===== config.mk =====
export PLATFORM = sky130hd
export DESIGN_NAME = srd_root_step
export DESIGN_NICKNAME = d
export VERILOG_FILES = /design/src/sv/srd_pkg.sv /design/src/sv/srd_root_step.sv
export SDC_FILE = /design/constraint.sdc
export NUM_CORES = 1
export LEC_CHECK = 0
export BUFFER_PORTS_ARGS = -buffer_cell sky130_fd_sc_hd__buf_2
export CORE_MARGIN = 2
export CORE_UTILIZATION = 44
export DETAILED_ROUTE_END_ITERATION = 7
export GPL_TIMING_DRIVEN = 0
export PLACE_DENSITY = 0.7
export SLEW_MARGIN = 10
export SYNTH_ARGS = -nofsm -noshare
export SYNTH_HDL_FRONTEND = slang
export SYNTH_SLANG_ARGS = --single-unit

===== constraint.sdc =====
create_clock -name vclk -period 9.7
set_input_delay 1.455 -clock vclk [all_inputs]
set_output_delay 1.455 -clock vclk [all_outputs]
set_load 0.02 [all_outputs]

===== src/sv/srd_pkg.sv =====
package srd_pkg;

	// fixed number formats of the stick datapath
	localparam int AXIS_LIMIT    = 127;
	localparam int FRACTION_BITS = 14;
	localparam int AXIS_W        = 8;
	localparam int LIM_W         = $clog2(AXIS_LIMIT + 1);
	localparam int SQ_W          = 2 * LIM_W;
	localparam int SUM_W         = SQ_W + 1;
	localparam int EW            = 2 * FRACTION_BITS + 2 * LIM_W + 8;
	localparam int Q_W           = FRACTION_BITS + 1;
	localparam int STEPS         = Q_W;
	localparam int DIR_W         = 16;
	localparam int MAG_W         = 15;
	localparam int DZ_W          = 7;
	localparam int IN_W          = 2 * AXIS_W;
	localparam int OUT_W         = 2 * DIR_W + MAG_W + 1;
	localparam int LIM_SQ        = AXIS_LIMIT * AXIS_LIMIT;
	localparam int DZ_MAX        = AXIS_LIMIT - 1;
	localparam int DZ_RESET      = 31;

	// one digit-recurrence search: residual, running product, quotient so far
	typedef struct packed {
		logic signed [EW-1:0] e;
		logic signed [EW-1:0] p;
		logic [Q_W-1:0]       q;
	} search_t;

	// one sample in flight through the search stages
	typedef struct packed {
		logic            vld;
		logic            neg_x;
		logic            neg_y;
		logic            outside;
		logic [SQ_W-1:0] msq;
		logic [SQ_W-1:0] dsq;
		search_t         sx;
		search_t         sy;
		search_t         sm;
	} lane_t;

endpackage


===== src/sv/srd_root_step.sv =====
module srd_root_step #(
	parameter int K = 0
) (
	input  logic [srd_pkg::SQ_W-1:0] unit,
	input  srd_pkg::search_t         cur,
	output srd_pkg::search_t         nxt
);

	logic signed [srd_pkg::EW-1:0] u_ext;
	logic signed [srd_pkg::EW-1:0] dlt;

	assign u_ext = signed'({{(srd_pkg::EW - srd_pkg::SQ_W){1'b0}}, unit});

	// growth of the squared term when bit K of the quotient is set
	assign dlt = (cur.p <<< (K + 2)) + (u_ext <<< (2 * K + 2));

	// keep the bit when the residual stays non-negative
	always_comb begin
		nxt = cur;
		if (dlt <= cur.e) begin
			nxt.e = cur.e - dlt;
			nxt.p = cur.p + (u_ext <<< (K + 1));
			nxt.q = cur.q | (srd_pkg::Q_W'(1) << K);
		end
	end

endmodule


; ---- After elaboration in Yosys (flattened, before gate mapping)
; Index checks and enable logic that the tools add are counted.
[totals]
reg_bits = 0
latch_bits = 0
ramBits = 0
rom_bits = 0
elab_cells = 5
n_memories = 0
[classes]
add_sub_neg = 3
mul = 0
div = 0
magnitude_cmp = 1
n_eq_ne = 0
shifts = 0
muxes = 1
n_bitwise = 0
reduce_logical = 0
[op_table]
columns = operator, n
row1 = $mux 115, 1
row2 = $add 50x16->50, 1
row3 = $add 50x17->50, 1
row4 = $le 50x50->1, 1
row5 = $sub 50x50->50, 1

; ---- Logic depth before layout (Yosys ltp)
[logic_depth]
ltp_word = 3
depth_mapped = 26
depth_no_buf = 22

; ---- Worst setup path after synthesis
; OpenSTA, ideal clock, no wires.
[synth_path]
kind = input to output
startpoint = input port unit[0] (netlist bit)
endpoint = output port nxt[112] (netlist bit)
arrival_time_ns = 5.992
t_required_ns = 8.245
setup_slack_ns = 2.253
stages = 24
cell_sequence = ha_1 inv_1 fa_1 nor2b_1 o21a_1 o21ai_0 a211oi_1 a2111oi_0 o31ai_1 clkbuf_1 nand2_1 nor2_1 xnor2_1 ha_1 buf_2 nand4_1 or2_1 nor3_2 and3_1 o311ai_1 a31oi_1 o21ai_0 or4_1 a31oi_1
[synth_rtl]
columns = item, line_no
row1 = start: declaration, srd_root_step.sv:4  ; input logic [srd_pkg::SQ_W-1:0] unit,
row2 = end: declaration, srd_root_step.sv:6  ; output srd_pkg::search_t nxt

==> reports/results.ini <==
[sta]
slew_viol_final=0
max-slew-margin-rel=0.405
min_period_ns=9.18
final.setup.tns_ns=0
final-setup-viol-count=0
whs_ns=3.13
post-route-period-util=0.946
fmax_ghz=0.109
tightest_slew_ns=0.870
final-hold-violation-count=0
grt_setup_unrepaired=false

[layout]
synthToLayoutAreaGrowth_pct=21.8
final_nets=1396
area.sequential_um2=0
nClkBuffers=0
fillers=1518
numSequentialCells=0
drive_gt1_frac=0.245
final_cell_count_no_fill=1368
post-route-cell-area_um2=7600

[yosys]
synth_cell_types=70
syn_nets=1168
postSynthAreaPerCell_um2=6.50
synth_area_um2=6240
syn-instance-count=960
yosysWarnings=0
ys_seq_area_frac=0

[route]
drtPass1Iterations=7
routedWlPerCell_um=15.9
ant_nets=0
avgViaCountPerCell=5.65
drt_iter0_drc=505
drc=0
routed_wl_um=21800
num_vias=7731

[pwr]
p_per_area_nw_per_um2=99.1
total_power_mw=0.753
p_leak_nw=3.51
ir_worst_vdd_mv=0.0499

[min_path]
min_delay_worst_endpoint=nxt[3]
hold-path-cell-count=2
hold_path.class=in -> out
hp-start=cur[3]

[floorplanning]
die_area_um2=15100
die_w_um=123
core_um2=13900
io_pins=244
die_h_um=123
fp-row-count=43
start_util=0.449

[placement]
dp_cells=1366
placed_area_um2=7590
io_buffers=226
place_congestion=0.939
place_hpwl_um=18700

[critical_path]
crit_top_cell=buf_2
crit_fanout=10
critPathKind=in -> out
critical_path.endpoint_type=output port
slowest_delay_ns=0.62
required_ns=8.25
arrival_ns=7.72
crit_slowest_cell=o31ai_1
setup.worst_path.start_class=input pin

[global_routing]
grt_pass1_wl_um=33500
antenna_found_initial=2
grt_pass1_vias=6880
grt_remaining_overflow=0
grt_use_total=0.273
grt_max_degree=11

[clocking]
post_cts_resized=0
post-cts-setup-buffers=0
ctsHoldBuffers=0

[flow_run]
cap_viol_max_count=0

[run_status]
outcome=completed

==> placed cells by master, fill, tap and decap left out, types with 5 or more instances in the layout <==
master / count
ha_1: 76
nor3_1: 17
and3_1: 18
a21oi_1: 100
inv_1: 26
and4_1: 6
nor2_1: 109
buf_2: 243
buf_4: 21
o211ai_1: 5
or3_1: 8
nand2_1: 106
nor2b_1: 13
a21o_1: 27
xor2_1: 52
a2111oi_0: 5
a211oi_1: 8
nand4_1: 25
a31oi_1: 7
o21ai_0: 62
nand3_1: 37
o21bai_1: 7
nor4_1: 11
and2_1: 6
o21a_1: 10
nand2b_1: 17
xnor2_1: 78
a31o_2: 7
clkbuf_1: 20
==> worst max-delay path: cells and delay by family <==
family,cells,cell delay [ns]
compound gates,9,2.28
simple gates,8,1.97
buf+inv,5,1.07
fa+ha+maj,3,0.83
xor+xnor,1,0.10
==> per-stage QoR <==
step | utilization | setup slack [ns]
after floorplan | - | 2.25
after global placement | 0.547 | 0.728
after detailed placement | 0.547 | 0.772
after CTS | 0.547 | 0.737
after global routing | 0.547 | 0.0706
final | 0.547 | 0.522
==> Yosys cell counts (6+ instances only) <==
cell / instances / area share
buf_2: 17 / 0.014
a21o_1: 27 / 0.032
o21a_1: 10 / 0.012
a21oi_1: 100 / 0.080
or3_1: 8 / 0.0080
xnor2_1: 78 / 0.11
and2_1: 6 / 0.0060
and4_1: 6 / 0.0084
a31o_2: 7 / 0.0098
nor3_1: 17 / 0.014
buf_4: 21 / 0.025
nand4_1: 25 / 0.025
and3_1: 18 / 0.018
nand2b_1: 17 / 0.017
nor2_1: 109 / 0.066
nor4_1: 11 / 0.011
clkbuf_1: 20 / 0.012
nand2_1: 106 / 0.064
ha_1: 76 / 0.15
a211oi_1: 8 / 0.0096
a31oi_1: 7 / 0.0070
inv_1: 26 / 0.016
nor2b_1: 13 / 0.013
o21ai_0: 62 / 0.050
nand3_1: 37 / 0.030
o21bai_1: 7 / 0.0084
xor2_1: 52 / 0.073
==> how the worst max path moves through the flow <==
stage / startpoint / depth (start not counted) / end / slack [ns]
after detailed placement: unit[0] / 28 / nxt[106] / 0.77
after global routing: unit[0] / 26 / nxt[110] / 0.07
final: unit[0] / 26 / nxt[112] / 0.52
after global placement: unit[0] / 26 / nxt[112] / 0.73
after floorplan: unit[0] / 24 / nxt[112] / 2.25
after CTS: unit[0] / 26 / nxt[112] / 0.74
==> logic make-up (layout without fill, tap and decap cells) <==
kind of cell    count (synthesis)  count (layout)  synth area share
simple gates                  393             393             0.313
other cells                     0               2                 0
buf+inv                        88             314            0.0728
mux                             1               1           0.00160
compound gates                269             269             0.268
xor+xnor                      130             130             0.183
fa+ha+maj                      79              79             0.162
==> cell type report <==
type               count  area, µm²  share of cell area
repair buffers       226       1130               0.149
inverters             26       97.6              0.0128
multi-input cells    872       5780               0.761
well taps            180        225              0.0296
plain buffers         62        357              0.0469
diodes                 2       5.00            0.000659
==> routing by layer <==
metal  share of wire  global-route usage  up-vias  wire (µm)
met3           0.060              0.0148       20       1310
met4           0.013              0.0384        0        278
met1            0.45               0.375     3548       9920
li1                -                   -     3887          -
met2            0.47               0.479      276      10300
met5               0                   0        -          0
==> report_power, final <==
part	leakage [nW]	total, mW	internal, mW	switching, mW
Sequential	0	0	0	0
Clock	0.0000127	0.0000000276	0.0000000276	0
Combinational	3.51	0.753	0.278	0.475
Total	3.51	0.753	0.278	0.475
Power figures use the tool's default switching activity.
